[config.mk]
export PLATFORM = sky130hd
export DESIGN_NAME = frsb_ram
export DESIGN_NICKNAME = d
export VERILOG_FILES = /design/src/rtl/frsb_ram.sv
export SDC_FILE = /design/constraint.sdc
export NUM_CORES = 2
export LEC_CHECK = 0
export BUFFER_PORTS_ARGS = -buffer_cell sky130_fd_sc_hd__buf_2
export CAP_MARGIN = 20
export CORE_MARGIN = 8
export CORE_UTILIZATION = 30
export DETAILED_ROUTE_END_ITERATION = 16
export PLACE_DENSITY = 0.55
export SYNTH_ARGS = -nofsm -noshare
export SYNTH_HDL_FRONTEND = slang
export SYNTH_SLANG_ARGS = --single-unit
[constraint.sdc]
create_clock -name clock -period 7.4 [get_ports clock]
set_input_delay 0.74 -clock clock [delete_from_list [all_inputs] [get_ports clock]]
set_output_delay 0.74 -clock clock [all_outputs]
set_load 0.01 [all_outputs]
[src/rtl/frsb_ram.sv]
// Generic single-write, single-read RAM with registered read data.
module frsb_ram #(
   parameter int WIDTH = 32,
   parameter int DEPTH = 64
) (
   input  logic                     clock,
   input  logic                     wr_en,
   input  logic [$clog2(DEPTH)-1:0] wr_addr,
   input  logic [WIDTH-1:0]         wr_data,
   input  logic [$clog2(DEPTH)-1:0] rd_addr,
   output logic [WIDTH-1:0]         rd_data
);

   logic [WIDTH-1:0] mem [DEPTH];
   logic [WIDTH-1:0] rd_data_ff;

   always_ff @(posedge clock) begin
      if (wr_en) begin
         mem[wr_addr] <= wr_data;
      end
      rd_data_ff <= mem[rd_addr];
   end

   assign rd_data = rd_data_ff;

endmodule

==> qor.yml <==
outcome:
  status: "finished clean"
floorplanning:
  die_y_um: 528
  core_um2: 261000
  die_w_um: 528
  initial_core_util_pct: 30.0
  die_area_um2: 278000
  rows: 188
  ios: 78
clock_network:
  cts_hold_buffers: 0
  cts.path.max_buffers: 3
  cts_tree: "done"
  cts_resized: 0
  root_buffer: "clkbuf_16"
  path_clk_slew_ns: 0.06
  cts_setup_buffers: 0
  h-tree-depth: 4
  clock_latency_ns: 0.83
  numCtsBuffers: 200
  cts.sinks: 2080
critical_path:
  crit_top_cell: "mux4_2"
  crit_chain: "buf_8 -> buf_12 -> buf_4 -> mux4_2 -> mux4_2 -> o22ai_1 -> nor2_1"
  r2r-end: "rd_data[23]$_DFF_P_"
  r2r_setup_slack_ns: 4.88
  critPathTopFamily: "buffers and inverters"
  crit_type: "in -> reg"
  critPathRequiredTime_ns: 8.07
  cp-start-kind: "input pin"
  cp_slowest_stage_delay_ns: 0.66
  crit_arrival_ns: 4.18
  cp_slowest_cell: "o22ai_1"
  crit_fanout: 64
  endpoint_kind: "register"
  cp_num_buf_inv: 3
  reg2reg_from: "mem[63][23]$_DFFE_PP_"
  ff2ff_path_depth: 4
synthesis:
  synth-edff-count: 2048
  seq_area_frac_synth_pct: 79.1
  avgSynthCellArea_um2: 23.6
  ys_seq_elements: 2080
  synthArstFlopShare_pct: 0
  syn_nets: 3370
  synth_cell_types: 34
  syn_inst: 3324
  synthFlopType: "edfxtp_1"
  syn_area_um2: 78500
  synth_warnings: 0
power:
  powerDensity_nw_per_um2: 268
  ir_drop_uv: 203
  fin_total_pwr_mw: 24.3
  p_leak_nw: 27.6
timing:
  maxSlewViolCount: 0
  hold_viol: 0
  worst_pin_slew_ns: 1.04
  period_needed_ns: 3.51
  fmax_ghz: 0.285
  fin_skew_ns: 0.0288
  setup_violations: 0
  fin_tns_setup_ns: 0
  rsz0062_at_grt: "no"
  period_share_pct: 47.4
  holdWs_ns: 0.575
  slew_headroom_pct: 30.5
min_path:
  min-delay-start: "rd_addr[3]"
  min_path_cells: 4
  hold_path_class: "in -> reg"
  hold_end: "rd_data[17]$_DFF_P_"
grt:
  grt_pass1_wl_um: 295000
  grt_start_max_net_pins: 102
  antenna_found_initial: 25
  grt_pass1_vias: 37300
  grt.overflow.total: 0
  grtUsageTotal_pct: 14.8
route:
  drtAntennaViolNets: 0
  vias: 36300
  drtIter0Drc: 4062
  wirelength_um: 211000
  drc_errors: 0
  vias_per_cell: 5.01
  post_drt_wl_per_cell_um: 29.1
  first_pass_iters: 5
placed_design:
  gp_congestion: 0.756
  post-dp-hpwl_um: 112000
  portBuffers: 77
finish:
  nets: 3606
  drive_above_1_share_pct: 29.9
  syn_to_final_growth_pct: 15.3
flow_run:
  maxCapViolCount: 0
metrics by stage:
| step | worst slack [ns] | area (um^2) | cells | util [%] |
|---|---|---|---|---|
| 6_report | 3.89 | 90500 | 7252 | 34.6 |
| 5_1_grt | 3.73 | 90500 | 7243 | 34.6 |
| 3_5_place_dp | 3.01 | 84100 | 6873 | 32.2 |
| 3_3_place_gp | 2.73 | 84100 | 6865 | 32.2 |
| 4_1_cts | 3.92 | 90500 | 7243 | 34.6 |
| 2_1_floorplan | 3.50 | 78500 | 3324 | - |
routing by layer:
metal	up-vias	share of wire [%]	global-route usage, %
met5	-	0.033	0
met4	10	2.2	3.48
met3	263	7.0	2.54
met2	1241	50	25.0
met1	20000	41	20.1
li1	14800	-	-
cells in the mapped netlist, types with 3 or more instances:
library cell / number / area, um^2
a21oi_1: 62 / 310
a22oi_1: 12 / 90.1
a311oi_1: 8 / 70.1
a41o_1: 4 / 40.0
and3_1: 4 / 25.0
buf_1: 21 / 78.8
buf_2: 57 / 285
buf_4: 25 / 188
buf_6: 5 / 56.3
clkbuf_1: 74 / 278
dfxtp_1: 32 / 641
edfxtp_1: 2048 / 61500
mux2i_1: 93 / 931
mux4_2: 544 / 12300
nand2_1: 26 / 97.6
nand2b_1: 8 / 50.1
nand3_1: 5 / 25.0
nand3b_1: 5 / 37.5
nor2_1: 137 / 514
nor2b_1: 15 / 93.8
nor3_1: 7 / 35.0
o221ai_1: 27 / 236
o22ai_1: 84 / 526
o32ai_1: 4 / 35.0
or3_1: 3 / 18.8
or3b_2: 3 / 26.3
registers in the layout, indices dropped and copies added (netlist names):
register,count
rd_data,32
mem,2048
where the power goes:
group          total [mW]  switching [mW]  internal, mW
sequential           13.1          0.0575          13.0
clock                9.93            4.34          5.60
combinational        1.25           0.810         0.436
total                24.3            5.20          19.1
worst reg2reg max path: stages (launching register included):
cell	delay, ns
edfxtp_1	0.37
mux4_2	0.48
mux4_2	0.62
o22ai_1	0.77
nor2_1	0.13
cells in the final DEF (no fill, tap or decap), drive strengths merged:
| master | Yosys | routed |
|---|---|---|
| diode | 0 | 9 |
| nand4b | 1 | 1 |
| nor3 | 7 | 7 |
| buf | 108 | 216 |
| nand3 | 5 | 5 |
| mux2i | 93 | 93 |
| bufinv | 0 | 12 |
| and3 | 4 | 4 |
| nor2 | 137 | 137 |
| clkinvlp | 0 | 7 |
| edfxtp | 2048 | 2048 |
| or3 | 3 | 3 |
| inv | 0 | 4 |
| clkinv | 0 | 85 |
| o221ai | 27 | 27 |
| a31oi | 1 | 1 |
| or3b | 5 | 5 |
| or2 | 3 | 3 |
| nand2b | 8 | 8 |
| a311oi | 8 | 8 |
| o22ai | 84 | 84 |
| nand4 | 2 | 2 |
| nand2 | 26 | 26 |
| dfxtp | 32 | 32 |
| a22oi | 12 | 12 |
| nand3b | 5 | 5 |
| o32ai | 4 | 4 |
| a41o | 4 | 4 |
| mux4 | 544 | 544 |
| nor2b | 15 | 15 |
| clkbuf | 74 | 262 |
| a21oi | 62 | 62 |
| and2 | 2 | 2 |
worst max path at each step:
stage | start | end | slack, ns | depth (start not counted)
finish | rd_addr[0] | rd_data[9]$_DFF_P_ | 3.89 | 7
global route | rd_addr[0] | rd_data[16]$_DFF_P_ | 3.73 | 7
CTS | rd_addr[0] | rd_data[9]$_DFF_P_ | 3.92 | 7
detailed placement | rd_addr[0] | rd_data[9]$_DFF_P_ | 3.01 | 7
global placement | rd_addr[0] | rd_data[8]$_DFF_P_ | 2.73 | 8
floorplan | wr_addr[3] | mem[48][0]$_DFFE_PP_ | 3.50 | 4
cell families (layout without fill, tap and decap cells):
kind of cell,count (synthesis),after routing,share of synthesized area (%)
multiplexers,637,637,16.8
buffers and inverters,182,586,1.13
other,0,9,0
AO/OA/AOI/OAI,202,202,1.67
flip-flops,2080,2080,79.1
AND/OR/NAND/NOR,223,223,1.27
layout make-up:
cell class / instances / area (um^2)
antenna: 9 / 22.5
multi-input combinational: 1062 / 16000
fill: 24000 / 171000
timing repair buffer: 216 / 1620
clock inverter: 108 / 883
sequential: 2080 / 62100
clock buffer: 262 / 5450
tap: 3515 / 4400
No activity file was read; power rests on OpenSTA's default activity.
