**src/rtl/frsb_pkg.sv**
```systemverilog
// Package: types, sizes and helper functions of the frame ring sequence buffer.
package frsb_pkg;

   localparam int MAX_FRAMES  = 32;
   localparam int MAX_DIM     = 40;

   localparam int CFG_W       = 6;
   localparam int CSR_IDX_W   = 1;
   localparam int ELEM_W      = 32;
   localparam int POS_W       = 5;
   localparam int CMD_W       = 2;

   localparam int SLOT_W      = (MAX_FRAMES > 1) ? $clog2(MAX_FRAMES) : 1;
   localparam int FRM_W       = $clog2(MAX_FRAMES + 1);
   localparam int DIM_W       = $clog2(MAX_DIM + 1);
   localparam int DEPTH       = MAX_FRAMES * MAX_DIM;
   localparam int ADDR_W      = (DEPTH > 1) ? $clog2(DEPTH) : 1;
   localparam int X_W         = ((SLOT_W > POS_W) ? SLOT_W : POS_W) + 1;
   localparam int STEP_W      = $clog2(X_W + 1);

   localparam int QUEUE_DEPTH = 2;
   localparam int QPTR_W      = (QUEUE_DEPTH > 1) ? $clog2(QUEUE_DEPTH) : 1;
   localparam int QCNT_W      = $clog2(QUEUE_DEPTH + 1);

   localparam logic [CFG_W-1:0] FRAMES_RESET = CFG_W'(32);
   localparam logic [CFG_W-1:0] DIM_RESET    = CFG_W'(40);

   localparam logic [CSR_IDX_W-1:0] CSR_FRAMES = CSR_IDX_W'(0);
   localparam logic [CSR_IDX_W-1:0] CSR_DIM    = CSR_IDX_W'(1);

   typedef enum logic [CMD_W-1:0] {
      CMD_PUSH  = 2'd0,
      CMD_READ  = 2'd1,
      CMD_CLEAR = 2'd2
   } cmd_type;

   typedef enum logic [1:0] {
      ST_DATA  = 2'd0,
      ST_PAD   = 2'd1,
      ST_EMPTY = 2'd2
   } status_type;

   typedef struct packed {
      status_type              kind;
      logic [SLOT_W-1:0]       slot;
      logic [DIM_W-1:0]        dim;
   } job_type;

   typedef struct packed {
      logic queue_full;
      logic drained;
   } back_status_type;

   function automatic logic [FRM_W-1:0] eff_frames(input logic [CFG_W-1:0] cfg);
      logic [FRM_W-1:0] res;
      if (32'(cfg) > MAX_FRAMES) res = FRM_W'(MAX_FRAMES);
      else res = FRM_W'(cfg);
      return res;
   endfunction

   function automatic logic [DIM_W-1:0] eff_dim(input logic [CFG_W-1:0] cfg);
      logic [DIM_W-1:0] res;
      if (cfg == '0) res = DIM_W'(1);
      else if (32'(cfg) > MAX_DIM) res = DIM_W'(MAX_DIM);
      else res = DIM_W'(cfg);
      return res;
   endfunction

   function automatic logic [ADDR_W-1:0] slot_base(input logic [SLOT_W-1:0] slot);
      logic [31:0] prod;
      prod = 32'(slot) * MAX_DIM;
      return prod[ADDR_W-1:0];
   endfunction

endpackage

```
**src/rtl/frsb_fifo.sv**
```systemverilog
// Short job queue between front and back ends.
module frsb_fifo
   import frsb_pkg::*;
(
   input  logic    clock,
   input  logic    reset,
   input  logic    push,
   input  job_type push_job,
   input  logic    pop,
   output job_type head_job,
   output logic    empty,
   output logic    full
);

   job_type           entry_ff [QUEUE_DEPTH];
   logic [QPTR_W-1:0] wr_ptr_ff, wr_ptr_in;
   logic [QPTR_W-1:0] rd_ptr_ff, rd_ptr_in;
   logic [QCNT_W-1:0] count_ff, count_in;

   always_comb begin
      wr_ptr_in = wr_ptr_ff;
      rd_ptr_in = rd_ptr_ff;
      count_in  = count_ff;
      if (push) begin
         wr_ptr_in = (32'(wr_ptr_ff) == QUEUE_DEPTH - 1) ? '0 : wr_ptr_ff + QPTR_W'(1);
      end
      if (pop) begin
         rd_ptr_in = (32'(rd_ptr_ff) == QUEUE_DEPTH - 1) ? '0 : rd_ptr_ff + QPTR_W'(1);
      end
      if (push && !pop) count_in = count_ff + QCNT_W'(1);
      else if (pop && !push) count_in = count_ff - QCNT_W'(1);
   end

   always_ff @(posedge clock) begin
      if (reset) begin
         wr_ptr_ff <= '0;
         rd_ptr_ff <= '0;
         count_ff  <= '0;
      end else begin
         wr_ptr_ff <= wr_ptr_in;
         rd_ptr_ff <= rd_ptr_in;
         count_ff  <= count_in;
      end
      if (push) begin
         entry_ff[wr_ptr_ff] <= push_job;
      end
   end

   assign head_job = entry_ff[rd_ptr_ff];
   assign empty    = (count_ff == '0);
   assign full     = (32'(count_ff) == QUEUE_DEPTH);

endmodule

```
**config.mk**
```make
export PLATFORM = sky130hd
export DESIGN_NAME = frsb_fifo
export DESIGN_NICKNAME = d
export VERILOG_FILES = /design/src/rtl/frsb_pkg.sv /design/src/rtl/frsb_fifo.sv
export SDC_FILE = /design/constraint.sdc
export NUM_CORES = 1
export LEC_CHECK = 0
export ABC_AREA = 1
export BUFFER_PORTS_ARGS = -buffer_cell sky130_fd_sc_hd__clkbuf_2
export CAP_MARGIN = 15
export CELL_PAD_IN_SITES_DETAIL_PLACEMENT = 0
export CELL_PAD_IN_SITES_GLOBAL_PLACEMENT = 1
export CORE_MARGIN = 10
export CORE_UTILIZATION = 44
export DETAILED_ROUTE_END_ITERATION = 8
export PLACE_DENSITY_LB_ADDON = 0.25
export SYNTH_ARGS = -nofsm -noshare
export SYNTH_HDL_FRONTEND = slang
export SYNTH_SLANG_ARGS = --single-unit
```
**constraint.sdc**
```tcl
create_clock -name clock -period 2.5 [get_ports clock]
set_input_delay 0.625 -clock clock [delete_from_list [all_inputs] [get_ports clock]]
set_output_delay 0.625 -clock clock [all_outputs]
set_load 0.005 [all_outputs]
```
==> results of run 1 <==
flip-flops by register name, indices dropped and copies added, names as in the netlist, named ones only:
signal	flops
entry_ff	26
count_ff	2
rd_ptr_ff	1
wr_ptr_ff	1
metal layers:
metal | global-route usage | vias to the layer above | share of wire
met3 | 0.0585 | 4 | 0.15
met4 | 0.0452 | 0 | 0.013
met1 | 0.0669 | 289 | 0.40
li1 | - | 338 | -
met2 | 0.109 | 28 | 0.45
met5 | 0 | - | 0
kinds of logic after synthesis:
kind of cell / synth area share
DFF: 0.733
and+or+nand+nor: 0.0510
muxes: 0.153
buffers and inverters: 0.0375
AOI/OAI and AO/OA: 0.00832
xor gates and xnor gates: 0.00729
adders and majority gates: 0.0104
per-stage QoR:
stage                     cells  power (uW)  worst slack, ns  cell area, um^2  utilization
after floorplan              73         694            0.896             1200            -
after global placement      135         747            0.872             1400        0.550
after detailed placement    135         750            0.859             1400        0.550
after CTS                   143        1030            0.470             1460        0.573
after global routing        143        1080            0.391             1460        0.573
final                       143        1020            0.522             1460        0.573
cells in the mapped netlist, types with 3 or more instances:
| library cell | instances | share of area |
|---|---|---|
| edfxtp_1 | 26 | 0.65 |
| mux2_4 | 10 | 0.12 |
| inv_1 | 9 | 0.028 |
| nor2_1 | 7 | 0.022 |
| dfxtp_1 | 5 | 0.083 |
| nand2_1 | 5 | 0.016 |
| mux2_2 | 3 | 0.028 |
worst max-delay path, cell delays in order, from the launching register on:
cell      delay [ns]
dfxtp_1         0.32
buf_4           0.24
mux2_2          0.36
clkbuf_2        0.11
final cells by class:
| cell class | count | area share |
|---|---|---|
| Clock buffer | 7 | 0.0378 |
| Tap cell | 30 | 0.0258 |
| Sequential cell | 31 | 0.604 |
| Inverter | 9 | 0.0232 |
| Clock inverter | 1 | 0.00258 |
| Timing Repair Buffer | 33 | 0.117 |
| Multi-Input combinational cell | 32 | 0.190 |
power by group through the flow:
stage	combinational [uW]	sequential [uW]	clock, uW
after floorplan	79.6	614	0
after CTS	135	604	296
final	131	603	282
after global placement	133	614	0
after detailed placement	135	615	0
after global routing	146	607	323
path summary, 6_finish.rpt:
kind                          to  slack [ns]   startpoint  cells after the start
setup / recovery     head_job[1]        0.52         flop                      3
hold / removal    entry_ff[0][2]        0.50  push_job[2]                      1
hold reg to reg        wr_ptr_ff        0.52    wr_ptr_ff                      2
setup reg to reg  entry_ff[1][8]        1.33    wr_ptr_ff                      2
==> flow_summary.toml, run 1 <==
[run_status]
status = "finished clean"

[power_and_ir_drop]
leakagePower_uw = 0.000631
seq_power_share = 0.594
pwr-share-clk = 0.278
vdd_drop_max_mv = 0.490
switching_power_uw = 217
p_per_area_mw_per_mm2 = 697
intPower_uw = 799
p_comb_frac = 0.129
power_switching_share = 0.214

[placement]
dp_hpwl_um = 1420
place_congestion = 0.697
port_buffers = 31

[clock_network]
cts_tree = "yes"
cts.sinks = 31
ctsHtreeMaxLevel = 2
post-cts-setup-buffers = 0
cts_buffers = 5
cts_hold_buffers = 0
cts_max_path_buffers = 2
path_clk_slew_ns = 0.09
clock_latency_ns = 0.31
cts.repair.resized = 0
clockRootBuffer = "clkbuf_4"

[synth]
syn_area_mm2 = 0.00120
yosysUniqueCellTypes = 15
synthFlopType = "edfxtp_1"
synth_seq_area_share = 0.733
syn_avg_cell_area_um2 = 16.5
synth_warnings = 0
synthArstFlopShare = 0
synth_seq_cells = 31
synth_cells = 73
synth-edff-count = 26
synth_nets = 91

[sta]
min_period_ns = 1.98
drv_slew = 0
fin_hold_ws_ns = 0.496
setup_tns_ns = 0
relSlewSlack = 0.639
rsz0062_at_grt = "false"
max_freq_mhz = 506
setup_viol = 0
worst_pin_slew_ns = 0.541
fin_skew_ns = 0.00297
fin_crit_sh = 0.791
hold_viol_final = 0

[grt]
antenna_found_initial = 0
grt_usage = 0.0726
grt_max_degree = 15
grt_pass1_wl_um = 2840
overflow = 0
grt_pass1_vias = 670

[finish]
layout_commonest_cell = "clkbuf_2"
area_growth_syn_to_layout_pct = 21.2
fillers = 224
regArea_um2 = 881
multi_input_area_um2 = 277
insertedDiodeCount = 0
drive_above_1_share = 0.460
nets = 130
mostFrequentLayoutCells = "31 x clkbuf_2, 26 x edfxtp_1, 10 x mux2_4"

[min_path]
hp-class = "in2reg"

[die]
die_h_um = 72.3
start_util = 0.472
dieArea_mm2 = 0.00522
fp-row-count = 18
boundaryPins = 32
dieWidth_um = 72.3
core-area_mm2 = 0.00254

[setup_path]
critPathKind = "reg2out"
path_max_fanout = 13
cp-start-kind = "flop"
crit_arrival_ns = 1.35
crit_required_ns = 1.88
end_kind = "output pin"

[route]
drt_iter0_markers = 11
detailedRoute.firstPassIterationCount = 4
antenna_left = 0
wire_per_inst_um = 13.2
via_count = 659
drt_wl_total_um = 1890
drc_errors = 0
vias_per_cell = 4.61

[job]
drv_cap = 0
Power figures use the tool's default switching activity.
==> inputs of run 2 (changes only) <==
CORE_UTILIZATION = 37   (was 44)
clock period = 1.8 ns   (was 2.5 ns; I/O delays follow)
==> run 2 against run 1 <==
Net effect: worst hold slack got worse by 0.18 ns; highest routed layer unchanged; clock power rose by 24%; routed wire length rose by 4.5%; largest cell class unchanged; via count rose by 2.0%; sequential share of layout area fell by 1.4 points; clock skew rose by 0.0058 ns; setup slack got worse by 0.45 ns; combinational power rose by 48%; largest power group unchanged.
==> flow_summary.toml, run 2 (same netlist as run 1, synthesis figures left out) <==
[die]
die_h_um = 77.0
dieWidth_um = 77.0
core-area_mm2 = 0.00308
boundaryPins = 32
start_util = 0.391
dieArea_mm2 = 0.00593
fp-row-count = 20

[route]
drt_iter0_markers = 15
wire_per_inst_um = 12.4
via_count = 672
drc_errors = 0
drt_wl_total_um = 1970
vias_per_cell = 4.23
antenna_left = 0
detailedRoute.firstPassIterationCount = 2

[clock_network]
clock_latency_ns = 0.31
clockRootBuffer = "clkbuf_4"
cts_tree = "yes"
path_clk_slew_ns = 0.09
cts_buffers = 5
cts_max_path_buffers = 2
cts.sinks = 31
ctsHtreeMaxLevel = 2
cts_hold_buffers = 0

[sta]
fin_skew_ns = 0.00876
relSlewSlack = 0.846
timing.final.ws_setup_ns = 0.0739
rsz0062_at_grt = "false"
drv_slew = 0
setup_tns_ns = 0
max_freq_mhz = 579
hold_viol_final = 0
worst_pin_slew_ns = 0.231
setup_viol = 0
min_period_ns = 1.73
fin_crit_sh = 0.959

[placement]
dp_hpwl_um = 1520
place_congestion = 0.643
dp.cells = 151
port_buffers = 31
preCtsSetupSlack_ns = 0.335

[power_and_ir_drop]
intPower_uw = 1080
p_comb_frac = 0.140
leakagePower_uw = 0.000640
switching_power_uw = 307
pwr-share-clk = 0.254
power_switching_share = 0.222
p_per_area_mw_per_mm2 = 927
vdd_drop_max_mv = 0.404
seq_power_share = 0.606

[grt]
antenna_found_initial = 0
grt_max_degree = 14
grt_usage = 0.0689
grt_pass1_wl_um = 3200
grt_pass1_vias = 718
overflow = 0

[finish]
layout_commonest_cell = "clkbuf_2"
fin_cells = 159
regMostFlops = "entry_ff"
final_core_util = 0.485
fillers = 280
area_growth_syn_to_layout_pct = 24.1
drive_above_1_share = 0.461
largestRegisters = "entry_ff: 26 flops, count_ff: 2 flops"
largest_reg_flops = 26
nets = 132
insertedDiodeCount = 0
mostFrequentLayoutCells = "31 x clkbuf_2, 26 x edfxtp_1, 10 x mux2_4"

[setup_path]
crit_required_ns = 1.35
crit_arrival_ns = 1.28
cp-start-kind = "flop"
path_max_fanout = 13
critPathKind = "reg2out"
end_kind = "output pin"

[run_status]
status = "finished clean"

[min_path]
hp-class = "in2reg"

[job]
drv_cap = 0
-- run 2: power groups by stage --
| stage | Clock, uW | Combinational [uW] | Sequential (uW) |
|---|---|---|---|
| finish | 351 | 194 | 839 |
| global route | 408 | 217 | 843 |
| CTS | 370 | 196 | 838 |
| detailed placement | 0 | 194 | 854 |
| global placement | 0 | 190 | 852 |
| floorplan | 0 | 111 | 853 |
-- run 2: critical path, stage by stage, from the launching register on --
cell      delay [ns]
dfxtp_1         0.36
buf_12          0.17
mux2_2          0.34
clkbuf_2        0.11
-- run 2: final cells by class --
class                   instances  area, um^2  share of cell area
multi-input cells              32         277               0.185
repair buffers                 35         198               0.132
well taps                      44        55.1              0.0369
flip-flops and latches         31         881               0.590
inverters                       9        33.8              0.0226
clock inverters                 2        7.51             0.00503
clock buffers                   6        41.3              0.0277
-- run 2: timing repair --
| action | CTS | global route |
|---|---|---|
| cloned | 0 | 0 |
| endpoints found under the setup margin | 3 | 3 |
| buffers inserted | 0 | 0 |
| resized for setup | 1 | 2 |
-- run 2: final timing paths --
| kind | end | depth (start not counted) | start | slack (ns) |
|---|---|---|---|---|
| worst min register to register | wr_ptr_ff | 2 | wr_ptr_ff | 0.51 |
| worst max register to register | entry_ff[1][1] | 3 | wr_ptr_ff | 0.69 |
| worst min-delay path | entry_ff[0][0] | 1 | push_job[0] | 0.32 |
| worst max-delay path | head_job[2] | 3 | flop | 0.07 |
-- run 2: metrics by stage --
step	hold slack [ns]	power, uW	instance area [um^2]
after global routing	0.285	1470	1490
after detailed placement	0.505	1050	1430
after global placement	0.503	1040	1430
after floorplan	0.480	964	1200
final	0.319	1380	1490
after CTS	0.299	1400	1480
-- run 2: routing by layer --
metal  wire (um)  track usage
met5           0            0
met4          35       0.0328
met3         156       0.0420
met2        1010        0.118
met1         770       0.0636
