[src/rtl/frsb_pkg.sv]
// Package: types, sizes and helper functions of the frame ring sequence buffer.
package frsb_pkg;

   localparam int MAX_FRAMES  = 32;
   localparam int MAX_DIM     = 40;

   localparam int CFG_W       = 6;
   localparam int CSR_IDX_W   = 1;
   localparam int ELEM_W      = 32;
   localparam int POS_W       = 5;
   localparam int CMD_W       = 2;

   localparam int SLOT_W      = (MAX_FRAMES > 1) ? $clog2(MAX_FRAMES) : 1;
   localparam int FRM_W       = $clog2(MAX_FRAMES + 1);
   localparam int DIM_W       = $clog2(MAX_DIM + 1);
   localparam int DEPTH       = MAX_FRAMES * MAX_DIM;
   localparam int ADDR_W      = (DEPTH > 1) ? $clog2(DEPTH) : 1;
   localparam int X_W         = ((SLOT_W > POS_W) ? SLOT_W : POS_W) + 1;
   localparam int STEP_W      = $clog2(X_W + 1);

   localparam int QUEUE_DEPTH = 2;
   localparam int QPTR_W      = (QUEUE_DEPTH > 1) ? $clog2(QUEUE_DEPTH) : 1;
   localparam int QCNT_W      = $clog2(QUEUE_DEPTH + 1);

   localparam logic [CFG_W-1:0] FRAMES_RESET = CFG_W'(32);
   localparam logic [CFG_W-1:0] DIM_RESET    = CFG_W'(40);

   localparam logic [CSR_IDX_W-1:0] CSR_FRAMES = CSR_IDX_W'(0);
   localparam logic [CSR_IDX_W-1:0] CSR_DIM    = CSR_IDX_W'(1);

   typedef enum logic [CMD_W-1:0] {
      CMD_PUSH  = 2'd0,
      CMD_READ  = 2'd1,
      CMD_CLEAR = 2'd2
   } cmd_type;

   typedef enum logic [1:0] {
      ST_DATA  = 2'd0,
      ST_PAD   = 2'd1,
      ST_EMPTY = 2'd2
   } status_type;

   typedef struct packed {
      status_type              kind;
      logic [SLOT_W-1:0]       slot;
      logic [DIM_W-1:0]        dim;
   } job_type;

   typedef struct packed {
      logic queue_full;
      logic drained;
   } back_status_type;

   function automatic logic [FRM_W-1:0] eff_frames(input logic [CFG_W-1:0] cfg);
      logic [FRM_W-1:0] res;
      if (32'(cfg) > MAX_FRAMES) res = FRM_W'(MAX_FRAMES);
      else res = FRM_W'(cfg);
      return res;
   endfunction

   function automatic logic [DIM_W-1:0] eff_dim(input logic [CFG_W-1:0] cfg);
      logic [DIM_W-1:0] res;
      if (cfg == '0) res = DIM_W'(1);
      else if (32'(cfg) > MAX_DIM) res = DIM_W'(MAX_DIM);
      else res = DIM_W'(cfg);
      return res;
   endfunction

   function automatic logic [ADDR_W-1:0] slot_base(input logic [SLOT_W-1:0] slot);
      logic [31:0] prod;
      prod = 32'(slot) * MAX_DIM;
      return prod[ADDR_W-1:0];
   endfunction

endpackage

[src/rtl/frsb_back.sv]
// Back end: walks one read job a cycle per element and drives the results.
module frsb_back
   import frsb_pkg::*;
(
   input  logic               clock,
   input  logic               reset,
   input  job_type            head_job,
   input  logic               queue_empty,
   output logic               pop,
   output logic               idle,
   output logic [ADDR_W-1:0]  rd_addr,
   input  logic [ELEM_W-1:0]  rd_data,
   output logic               rsp_strobe,
   output logic [ELEM_W-1:0]  rsp_sample_value,
   output logic [1:0]         rsp_status,
   output logic               rsp_last_of_frame
);

   typedef enum logic [1:0] {
      BS_IDLE = 2'b01,
      BS_RUN  = 2'b10
   } back_state_type;

   back_state_type    state_ff, state_in;
   job_type           job_ff, job_in;
   logic [ADDR_W-1:0] base_ff, base_in;
   logic [DIM_W-1:0]  idx_ff, idx_in;
   logic              meta_valid_ff, meta_valid_in;
   status_type        meta_kind_ff, meta_kind_in;
   logic              meta_last_ff, meta_last_in;
   logic              last;

   always_comb begin
      state_in      = state_ff;
      job_in        = job_ff;
      base_in       = base_ff;
      idx_in        = idx_ff;
      pop           = 1'b0;
      meta_valid_in = 1'b0;
      meta_kind_in  = job_ff.kind;
      last          = (job_ff.kind == ST_EMPTY) || (32'(idx_ff) + 1 == 32'(job_ff.dim));
      meta_last_in  = last;
      unique case (state_ff)
         BS_IDLE: begin
            if (!queue_empty) begin
               pop      = 1'b1;
               job_in   = head_job;
               base_in  = slot_base(head_job.slot);
               idx_in   = '0;
               state_in = BS_RUN;
            end
         end
         BS_RUN: begin
            meta_valid_in = 1'b1;
            if (last) begin
               state_in = BS_IDLE;
            end else begin
               idx_in = idx_ff + DIM_W'(1);
            end
         end
         default: begin
            state_in = BS_IDLE;
         end
      endcase
   end

   always_ff @(posedge clock) begin
      if (reset) begin
         state_ff      <= BS_IDLE;
         meta_valid_ff <= 1'b0;
      end else begin
         state_ff      <= state_in;
         meta_valid_ff <= meta_valid_in;
      end
      job_ff       <= job_in;
      base_ff      <= base_in;
      idx_ff       <= idx_in;
      meta_kind_ff <= meta_kind_in;
      meta_last_ff <= meta_last_in;
   end

   assign idle              = (state_ff == BS_IDLE);
   assign rd_addr           = base_ff + ADDR_W'(idx_ff);
   assign rsp_strobe        = meta_valid_ff;
   assign rsp_sample_value  = (meta_kind_ff == ST_DATA) ? rd_data : '0;
   assign rsp_status        = meta_kind_ff;
   assign rsp_last_of_frame = meta_last_ff;

endmodule

[config.mk]
export PLATFORM = sky130hd
export DESIGN_NAME = frsb_back
export DESIGN_NICKNAME = d
export VERILOG_FILES = /design/src/rtl/frsb_pkg.sv /design/src/rtl/frsb_back.sv
export SDC_FILE = /design/constraint.sdc
export NUM_CORES = 1
export LEC_CHECK = 0
export BUFFER_PORTS_ARGS = -buffer_cell sky130_fd_sc_hd__buf_2
export CORE_MARGIN = 5
export CORE_UTILIZATION = 45
export CTS_BUF_LIST = sky130_fd_sc_hd__clkbuf_8
export CTS_CLUSTER_SIZE = 25
export DETAILED_ROUTE_END_ITERATION = 6
export GPL_ROUTABILITY_DRIVEN = 0
export GPL_TIMING_DRIVEN = 0
export PLACE_DENSITY = 0.81
export SLEW_MARGIN = 10
export SYNTH_ARGS = -nofsm -noshare
export SYNTH_HDL_FRONTEND = slang
export SYNTH_SLANG_ARGS = --single-unit
export TNS_END_PERCENT = 30
[constraint.sdc]
create_clock -name clock -period 2 [get_ports clock]
set_input_delay 0.1 -clock clock [delete_from_list [all_inputs] [get_ports clock]]
set_output_delay 0.1 -clock clock [all_outputs]
set_load 0.005 [all_outputs]
==> run_results.csv, run 1 <==
group,metric,value,unit
cts,cts.path.max_buffers,2,
yosys,synthMuxAreaShare,0,
floorplan,initial_utilization,0.458,
routing,drcViolationCount,0,
cts,cts_buffers,3,
floorplan,num_rows,22,
global_routing,grt_pass1_vias,1387,
critical_path,crit_arrival,1880,ps
yosys,synth-edff-count,22,
critical_path,crit_required,1900,ps
status,outcome,"completed",
routing,drtAntennaViolNets,0,
finish,drive_gt1_frac,0.482,
power_and_ir_drop,power_density,661,nW/µm²
yosys,synth_area_per_cell,11.4,µm²
job,max_cap_viol_count,0,
yosys,synth_seq_cells,28,
routing,routedWlPerCell,14.0,µm
finish,antenna-diode-count,0,
global_routing,antenna_found_initial,0,
global_routing,grt_overflow,0,
floorplan,pin_count,97,
global_routing,grt_max_degree,20,
yosys,ys_async_sr_fraction,0,
place,numPortBuffers,96,
cts,cts_sinks,28,
cts,cts_root_buffer,"clkbuf_8",
critical_path,crit_path_end_kind,"primary output",
cts,clk_pin_slew,100,ps
sta,period_share,0.989,
power_and_ir_drop,ir_drop,524,µV
power_and_ir_drop,power,0.00158,W
global_routing,gr-usage-all-layers,0.156,
power_and_ir_drop,p_leak,1.21,nW
yosys,yosys.area_share.xor_xnor,0.111,
min_path,hp-class,"in2reg",
sta,fmax,505,MHz
yosys,synth_fa_ha_area_frac,0.0993,
yosys,synth_top_flop_cell,"edfxtp_1",
yosys,yosysSeqAreaShare,0.470,
sta,rsz0062_at_grt,"yes",
routing,drt-total-wl,4240,µm
routing,dr.pass1.iters,4,
finish,nFillCells,288,
sta,drv_slew,0,
sta,maxSlewHeadroom,0.712,
critical_path,path_max_fanout,2,
sta,fin_ws,21.2,ps
sta,finalSetupTns,0,ps
yosys,synth_top_family_by_area,"simple AND/OR/NAND/NOR gates",
cts,cts_tree,"yes",
sta,finalWorstPathRequiredPeriod,1980,ps
yosys,synth_area_leaders,"edfxtp_1 (40%), and2_1 (12%), ha_1 (7.5%)",
yosys,synth_area,1660,µm²
cts,clk_latency,270,ps
yosys,synth_cell_types,32,
yosys,synth_top_area_share,0.397,
global_routing,grt_first_pass_wirelength,6400,µm
finish,final_util,0.658,
cts,ctsHtreeMaxLevel,1,
finish,nNetsFinal,316,
critical_path,cp-start-kind,"flop",
yosys,syn-instance-count,146,
floorplan,fp.dieH,70.8,µm
floorplan,core_area,3630,µm²
routing,via_per_inst,4.77,
yosys,synth_compound_area_frac,0.0685,
routing,drtIter0Drc,38,
yosys,yosys.area.top_type,"edfxtp_1",
critical_path,critPathKind,"reg2out",
sta,hold_viol_final,0,
yosys,ys_top_cells_by_count,"and2_1 (33), edfxtp_1 (22), ha_1 (10), nor2_1 (10), xnor2_1 (9)",
yosys,yosysWarningCount,0,
floorplan,die_area,5010,µm²
sta,worst_pin_slew,432,ps
sta,setup_violations,0,
floorplan,fp.dieW,70.8,µm
routing,vias,1444,
yosys,synth_most_common_cell,"and2_1",
yosys,synthSimpleGateAreaFrac,0.211,
sta,fin_skew,9.93,ps
finish,area_growth_syn_to_layout,43.8,%
place,place_ws,-39.3,ps
yosys,synthesis.nets,206,
place,dp_hpwl,3300,µm
-- per-layer routing --
| metal | share of wire | up-vias | track usage |
|---|---|---|---|
| met3 | 0.088 | 6 | 0.0341 |
| li1 | - | 710 | - |
| met1 | 0.36 | 657 | 0.164 |
| met2 | 0.53 | 71 | 0.308 |
| met4 | 0.016 | 0 | 0.0376 |
| met5 | 0 | - | 0 |
-- final cells by class --
cell class | count | area [µm²] | area share
flip-flops and latches | 28 | 781 | 0.327
plain buffers | 7 | 45.0 | 0.0188
well taps | 48 | 60.1 | 0.0251
inverters | 6 | 22.5 | 0.00942
repair buffers | 105 | 558 | 0.233
clock buffers | 3 | 41.3 | 0.0173
clock inverters | 1 | 30.0 | 0.0126
multi-input cells | 105 | 853 | 0.357
-- repair_timing --
action | CTS | global route
gates cloned | 0 | 0
setup buffers | 2 | 3
hold endpoints to repair | 2 | 2
resized for setup | 6 | 4
pin swaps | 1 | 1
endpoints found under the setup margin | 10 | 10
hold buffers | 2 | 2
-- placed cells by master (no fill, tap or decap), types with 4 or more instances in the layout --
cell type      count
buf_4              8
nor2_1            10
and2_1            33
dfxtp_1            6
inv_1              6
xor2_1             7
buf_2             96
ha_1               9
edfxtp_1          22
dlygate4sd3_1      4
xnor2_1            8
-- power breakdown --
part | leakage [nW] | internal [W] | switching, W
clock network | 0.0357 | 0.000268 | 0.000169
logic | 0.914 | 0.000229 | 0.000193
registers | 0.262 | 0.000690 | 0.0000332
-- logic make-up (layout without fill, tap and decap cells) --
logic type               after synthesis  in the layout
adder cells (fa/ha/maj)               12             12
AO/OA/AOI/OAI                         15             15
buffers and inverters                 13            122
flip-flops                            28             28
AND/OR/NAND/NOR                       60             60
XOR/XNOR                              18             18
-- worst paths after layout --
check / startpoint / to / slack, ps / cells past startpoint
max: idx_ff[3]$_SDFFCE_PN0P_ / rd_addr[7] / 20 / 7
min: reset / rsp_strobe$_SDFF_PP0_ / 6 / 2
max reg2reg: idx_ff[1]$_SDFFCE_PN0P_ / idx_ff[4]$_SDFFCE_PN0P_ / 50 / 5
min reg2reg: meta_kind_in[1]$_DFFE_PP_ / rsp_status[1]$_DFF_P_ / 380 / 0
-- flip-flops by register name, summed over array words and instances, names as in the netlist --
register	flops
base_ff	8
idx_ff	6
job_ff	6
meta_kind_in	2
rsp_last_of_frame	1
rsp_status	2
rsp_strobe	1
state_ff	2
-- per-stage QoR --
stage / hold slack (ps) / instances / cell area (µm²)
3_5_place_dp: 278 / 290 / 2200
6_report: 5.54 / 303 / 2390
5_1_grt: 3.76 / 303 / 2390
2_1_floorplan: 172 / 146 / 1660
3_3_place_gp: 278 / 290 / 2200
4_1_cts: 3.13 / 298 / 2330
-- worst max-delay path: stages, from the launching register on --
cell      delay, ps
edfxtp_1        390
ha_1            180
inv_1            60
fa_2            380
nor2b_4         150
o21ai_1          90
xnor2_1         210
buf_2           150
Power figures use the tool's default switching activity.
==> inputs of run 2 (changes only) <==
- ABC_AREA: default -> 1
- PLACE_DENSITY: 0.81 -> 0.8
==> run 2 against run 1 <==
  * Register-to-register slack improved by 80 ps
  * Sequential share of layout area is 2.0 points lower
  * Clock power shrank 0.9%
  * Count of clock-buffer cells in the layout unchanged
  * Routed wire length is 4.0% higher
  * Total power is 2.8% lower
  * Combinational power shrank 6.6%
  * Final area up 6.6%
  * Worst hold slack gained 3.2 ps
  * Critical path depth is the same
  * Critical path type unchanged
  * Largest cell class is now sequential cells
==> run_results.csv, run 2 <==
group,metric,value,unit
sta,hold_viol_final,0,
floorplan,pin_count,97,
global_routing,grt_pass1_vias,1543,
yosys,synth_top_flop_cell,"edfxtp_1",
yosys,yosysSeqAreaShare,0.454,
min_path,hp-class,"in2reg",
global_routing,gr-usage-all-layers,0.163,
floorplan,fp.dieW,71.8,µm
power_and_ir_drop,power.internal,0.00115,W
power_and_ir_drop,seqPwrFrac,0.462,
sta,worst_pin_slew,467,ps
sta,period_share,0.966,
cts,cts_sinks,28,
power_and_ir_drop,switchingPower,0.000392,W
status,outcome,"completed",
cts,clk_pin_slew,90,ps
power_and_ir_drop,power,0.00154,W
finish,reg_top3,"base_ff x8, idx_ff x6, job_ff x6",
global_routing,antenna_found_initial,0,
sta,fin_skew,7.69,ps
floorplan,die_area,5160,µm²
routing,via_per_inst,4.44,
cts,cts_tree,"yes",
critical_path,crit_path_end_kind,"primary output",
finish,nNetsFinal,392,
global_routing,grt_first_pass_wirelength,6780,µm
yosys,synth_area_leaders,"edfxtp_1 (38%), inv_1 (12%), nor2_1 (9.6%)",
finish,multi_input_area,756,µm²
routing,drtIter0Drc,40,
power_and_ir_drop,power_density,603,nW/µm²
yosys,synth_top_area_share,0.384,
yosys,synthesis.nets,274,
power_and_ir_drop,power_frac_comb,0.257,
floorplan,fp.dieH,71.8,µm
yosys,yosysWarningCount,0,
job,max_cap_viol_count,0,
finish,mostFrequentLayoutCell,"buf_2",
critical_path,crit_arrival,1830,ps
sta,maxSlewHeadroom,0.688,
finish,final_util,0.691,
routing,routedWlPerCell,11.6,µm
routing,dr.pass1.iters,5,
yosys,synth_area,1720,µm²
sta,fmax,517,MHz
finish,antenna-diode-count,0,
finish,final_cell_mix,"buf_2 (96), inv_1 (55), nor2_1 (43)",
yosys,synth-edff-count,22,
yosys,ys_async_sr_fraction,0,
critical_path,crit_required,1900,ps
finish,area_growth_syn_to_layout,48.1,%
global_routing,grt_max_degree,19,
routing,drt-total-wl,4410,µm
global_routing,grt_overflow,0,
cts,ctsHtreeMaxLevel,1,
floorplan,core_area,3690,µm²
place,dp_hpwl,3410,µm
sta,finalWorstPathRequiredPeriod,1930,ps
power_and_ir_drop,ir_drop,564,µV
routing,vias,1682,
power_and_ir_drop,power.share.switching,0.255,
place,numPortBuffers,96,
yosys,synth_most_common_cell,"inv_1",
finish,largest_reg_flops,8,
critical_path,critPathKind,"reg2out",
sta,drv_slew,0,
routing,drtAntennaViolNets,0,
cts,cts.path.max_buffers,2,
critical_path,cp-start-kind,"flop",
cts,cts_root_buffer,"clkbuf_8",
floorplan,num_rows,22,
power_and_ir_drop,clockPowerShare,0.281,
sta,holdWs,8.69,ps
finish,drive_gt1_frac,0.390,
yosys,ys_top_cells_by_count,"inv_1 (55), nor2_1 (44), nand2_1 (29)",
yosys,syn-instance-count,214,
routing,drcViolationCount,0,
yosys,synth_seq_cells,28,
cts,cts_buffers,3,
floorplan,initial_utilization,0.466,
finish,nFillCells,283,
finish,largest-register,"base_ff",
yosys,yosys.area.top_type,"edfxtp_1",
critical_path,path_max_fanout,4,
power_and_ir_drop,p_leak,1.47,nW
sta,setup_violations,0,
cts,clk_latency,270,ps
yosys,synth_area_per_cell,8.04,µm²
yosys,synth_cell_types,24,
finish,seqCellArea,781,µm²
-- run 2: changes by cell type after synthesis, moves of 3 or more --
cell and change:
nor2_1 +34, nand2_1 +26, xnor2_1 -5, nor2b_1 -3, a21o_1 -4, and2_1 -33, inv_1 +49, nand3_1 +12
-- run 2: worst paths after layout --
path	from	to	slack, ps	cells past startpoint
worst min register to register	meta_kind_in[0]$_DFFE_PP_	rsp_status[0]$_DFF_P_	390	0
worst max-delay path	idx_ff[5]$_SDFFCE_PN0P_	rd_addr[8]	70	7
worst min-delay path	reset	state_ff[1]$_SDFFE_PP0P_	9	2
worst max register to register	idx_ff[0]$_SDFFCE_PN0P_	idx_ff[4]$_SDFFCE_PN0P_	130	11
-- run 2: per-stage QoR --
step | instances | area, µm² | setup TNS (ps) | worst slack, ps
4_1_cts | 367 | 2390 | -60.2 | -35.4
6_report | 379 | 2550 | 0 | 67.6
3_3_place_gp | 358 | 2260 | -1340 | -212
2_1_floorplan | 214 | 1720 | 0 | 36.5
5_1_grt | 379 | 2550 | -137 | -24.8
3_5_place_dp | 358 | 2260 | -1590 | -248
-- run 2: final cells by class --
cell class,count,area share
Buffer,7,0.0147
Clock buffer,3,0.0162
Clock inverter,1,0.0118
Inverter,57,0.0844
Multi-Input combinational cell,122,0.297
Sequential cell,28,0.306
Tap cell,48,0.0236
Timing Repair Buffer,113,0.246
-- run 2: worst max-delay path, cell delays in order (launching register included) --
cell	delay (ps)
edfxtp_1	460
ha_4	340
nand2_1	50
nand2_1	100
a31oi_4	60
nor3b_2	210
xor2_1	200
buf_2	140
-- run 2: repair_timing --
item / CTS / global route
endpoints found under the hold margin: 5 / 3
resized for setup: 2 / 11
hold buffers: 5 / 3
endpoints found under the setup margin: 11 / 12
setup buffers: 0 / 9
pin swaps: 0 / 1
-- run 2: logic make-up (layout without fill, tap and decap cells) --
logic type      after synthesis  in the layout  share of synthesized area
compound gates                5              5                     0.0175
xor+xnor                     10             10                     0.0509
fa+ha+maj                    12             12                     0.0960
buf+inv                      64            181                      0.147
flops                        28             28                      0.454
simple gates                 95             95                      0.235
-- run 2: routing by layer --
layer | wire length [µm] | GRT usage | up-vias
met4 | 78 | 0.0564 | 0
met3 | 422 | 0.0337 | 6
met1 | 1640 | 0.178 | 727
met5 | 0 | 0 | -
li1 | - | - | 870
met2 | 2260 | 0.308 | 79
-- run 2: power groups by stage --
stage               clock network (W)  logic [W]  registers (W)
detailed placement                  0   0.000338       0.000723
floorplan                           0   0.000189       0.000716
CTS                          0.000437   0.000350       0.000709
global placement                    0   0.000328       0.000722
global route                 0.000465   0.000450       0.000716
finish                       0.000433   0.000394       0.000711
==> inputs of run 3 (changes only) <==
- CELL_PAD_IN_SITES_DETAIL_PLACEMENT: default -> 1
- CELL_PAD_IN_SITES_GLOBAL_PLACEMENT: default -> 1
- CORE_UTILIZATION: 45 -> 31
==> run 3 against run 2 <==
  * Final cell count up 6.9%
  * Register-to-register slack got worse by 60 ps
  * Critical path depth grew 4
  * Sequential cell count stayed put
  * Combinational power rose by 2%
  * Non-clock buffer count is 2 higher
  * Largest power group unchanged
==> run_results.csv, run 3 (same netlist as run 2, synthesis figures left out) <==
group,metric,value,unit
status,outcome,"completed",
critical_path,cp_slowest_cell,"edfxtp_1",
finish,layout.cells.non_filler,405,
floorplan,fp.dieW,84.5,µm
power_and_ir_drop,p_leak,1.46,nW
routing,drtIter0Drc,32,
min_path,min_to,"base_ff[3]$_DFFE_PP_",
global_routing,grt.busiest_layer,"met2",
min_path,whs_path_depth,1,
min_path,hp-class,"in2reg",
critical_path,rrSetupSlack,70,ps
routing,drt-total-wl,5430,µm
finish,mostFrequentLayoutCell,"buf_2",
finish,drive_gt1_frac,0.390,
routing,vias,1728,
floorplan,initial_utilization,0.316,
cts,ctsHtreeMaxLevel,1,
critical_path,path_cells,"ha_2, nand2_1, clkinv_2, nand2_1, nand2_1, nand2_1, nand2_1, nor2_2, nand3_2, nand3_2, nand2_4",
place,placed_cells,382,
critical_path,crit_path_end_kind,"flop",
critical_path,r2r_cells,11,
finish,largest-register,"base_ff",
sta,finalWorstPathRequiredPeriod,1930,ps
sta,fin_skew,15.4,ps
floorplan,core_area,5440,µm²
global_routing,globalRouteMet3Util,0.0226,
finish,nNetsFinal,394,
finish,largest_reg_flops,8,
floorplan,die_area,7140,µm²
critical_path,path_max_fanout,7,
place,dp_hpwl,4200,µm
min_path,hold_start,"head_job[6]",
critical_path,cp-start-kind,"flop",
critical_path,slowest_delay,490,ps
cts,cts_sinks,28,
power_and_ir_drop,power_density,574,nW/µm²
critical_path,r2r_end,"idx_ff[5]$_SDFFCE_PN0P_",
sta,fmax,519,MHz
global_routing,grt_use_met2,0.278,
global_routing,gr-usage-all-layers,0.143,
finish,area_growth_syn_to_layout,48.7,%
floorplan,fp.dieH,84.5,µm
sta,setup_violations,0,
sta,drv_slew,0,
job,max_cap_viol_count,0,
finish,final_cell_mix,"buf_2 (96), inv_1 (55), nor2_1 (42)",
cts,cts_tree,"yes",
global_routing,grt_max_degree,19,
finish,final_area,2560,µm²
floorplan,pin_count,97,
power_and_ir_drop,ir_drop,748,µV
routing,via_per_inst,4.27,
global_routing,met1_usage,0.155,
sta,maxSlewHeadroom,0.642,
finish,antenna-diode-count,0,
routing,dr.pass1.iters,5,
critical_path,r2r-start,"idx_ff[0]$_SDFFCE_PN0P_",
floorplan,num_rows,27,
critical_path,crit_required,2020,ps
global_routing,grt_pass1_vias,1754,
critical_path,cp_common_cell,"nand2_1",
sta,finalSetupTns,0,ps
routing,drcViolationCount,0,
critical_path,critical_path_buf_inv_count,1,
global_routing,grt_first_pass_wirelength,8250,µm
sta,period_share,0.964,
global_routing,antenna_found_initial,0,
sta,worst_pin_slew,536,ps
place,place_area,2290,µm²
cts,cts_buffers,3,
critical_path,crit_arrival,1950,ps
cts,cts.path.max_buffers,2,
routing,routedWlPerCell,13.4,µm
finish,reg_top3,"base_ff x8, idx_ff x6, job_ff x6",
cts,cts_root_buffer,"clkbuf_8",
cts,clk_pin_slew,100,ps
critical_path,critPathTopFamily,"simple AND/OR/NAND/NOR gates",
place,numPortBuffers,96,
critical_path,critPathKind,"reg2reg",
routing,drtAntennaViolNets,0,
global_routing,grt_overflow,0,
cts,clk_latency,280,ps
sta,hold_viol_final,0,
run 3: changes by cell type in the layout (fill, tap and decap cells not counted), sizes merged:
cell	delta
buf	+1
clkbuf	+1
dlygate4sd3	+1
bufinv	-1
run 3: where the power goes:
group / internal [W] / total [W] / switching, W
sequential: 0.000681 / 0.000711 / 0.0000303
clock: 0.000176 / 0.000354 / 0.000177
combinational: 0.000196 / 0.000403 / 0.000207
total: 0.00105 / 0.00147 / 0.000415
run 3: per-layer routing:
metal,share of wire,vias to the layer above
met5,0,-
met4,0.013,0
met3,0.026,6
met2,0.58,29
li1,-,875
met1,0.38,818
run 3: timing repair:
| item | CTS | global route |
|---|---|---|
| setup endpoints to repair | 10 | 11 |
| hold endpoints to repair | 7 | 3 |
| setup buffers | 2 | 8 |
| gates resized for setup | 4 | 5 |
| pin swaps | 0 | 1 |
| hold buffers | 6 | 3 |
run 3: layout make-up:
type | count | area [µm²]
clock buffer | 4 | 55.1
sequential | 28 | 781
multi-input combinational | 122 | 734
buffer | 7 | 37.5
fill | 701 | 2880
inverter | 57 | 215
tap | 72 | 90.1
timing repair buffer | 115 | 646
run 3: per-stage QoR:
stage / hold WS, ps / total power [W] / utilization / setup WS, ps
6_report: 32.2 / 0.00147 / 0.470 / 72.7
5_1_grt: 23.4 / 0.00156 / 0.470 / -45.4
4_1_cts: 0.463 / 0.00144 / 0.449 / 3.60
3_5_place_dp: 279 / 0.00108 / 0.422 / -9.17
3_3_place_gp: 278 / 0.00105 / 0.421 / -351
2_1_floorplan: 169 / 0.000905 / - / 36.5
run 3: worst max-delay path by stage:
stage | startpoint | end | slack (ps) | depth (start not counted)
floorplan | state_ff[0]$_SDFFE_PP1P_ | idx_ff[0]$_SDFFCE_PN0P_ | 40 | 6
global placement | state_ff[0]$_SDFFE_PP1P_ | idx_ff[5]$_SDFFCE_PN0P_ | -350 | 6
detailed placement | idx_ff[0]$_SDFFCE_PN0P_ | idx_ff[5]$_SDFFCE_PN0P_ | -9 | 11
CTS | idx_ff[3]$_SDFFCE_PN0P_ | rd_addr[9] | 4 | 7
global route | idx_ff[0]$_SDFFCE_PN0P_ | idx_ff[4]$_SDFFCE_PN0P_ | -50 | 11
finish | idx_ff[0]$_SDFFCE_PN0P_ | idx_ff[5]$_SDFFCE_PN0P_ | 70 | 11
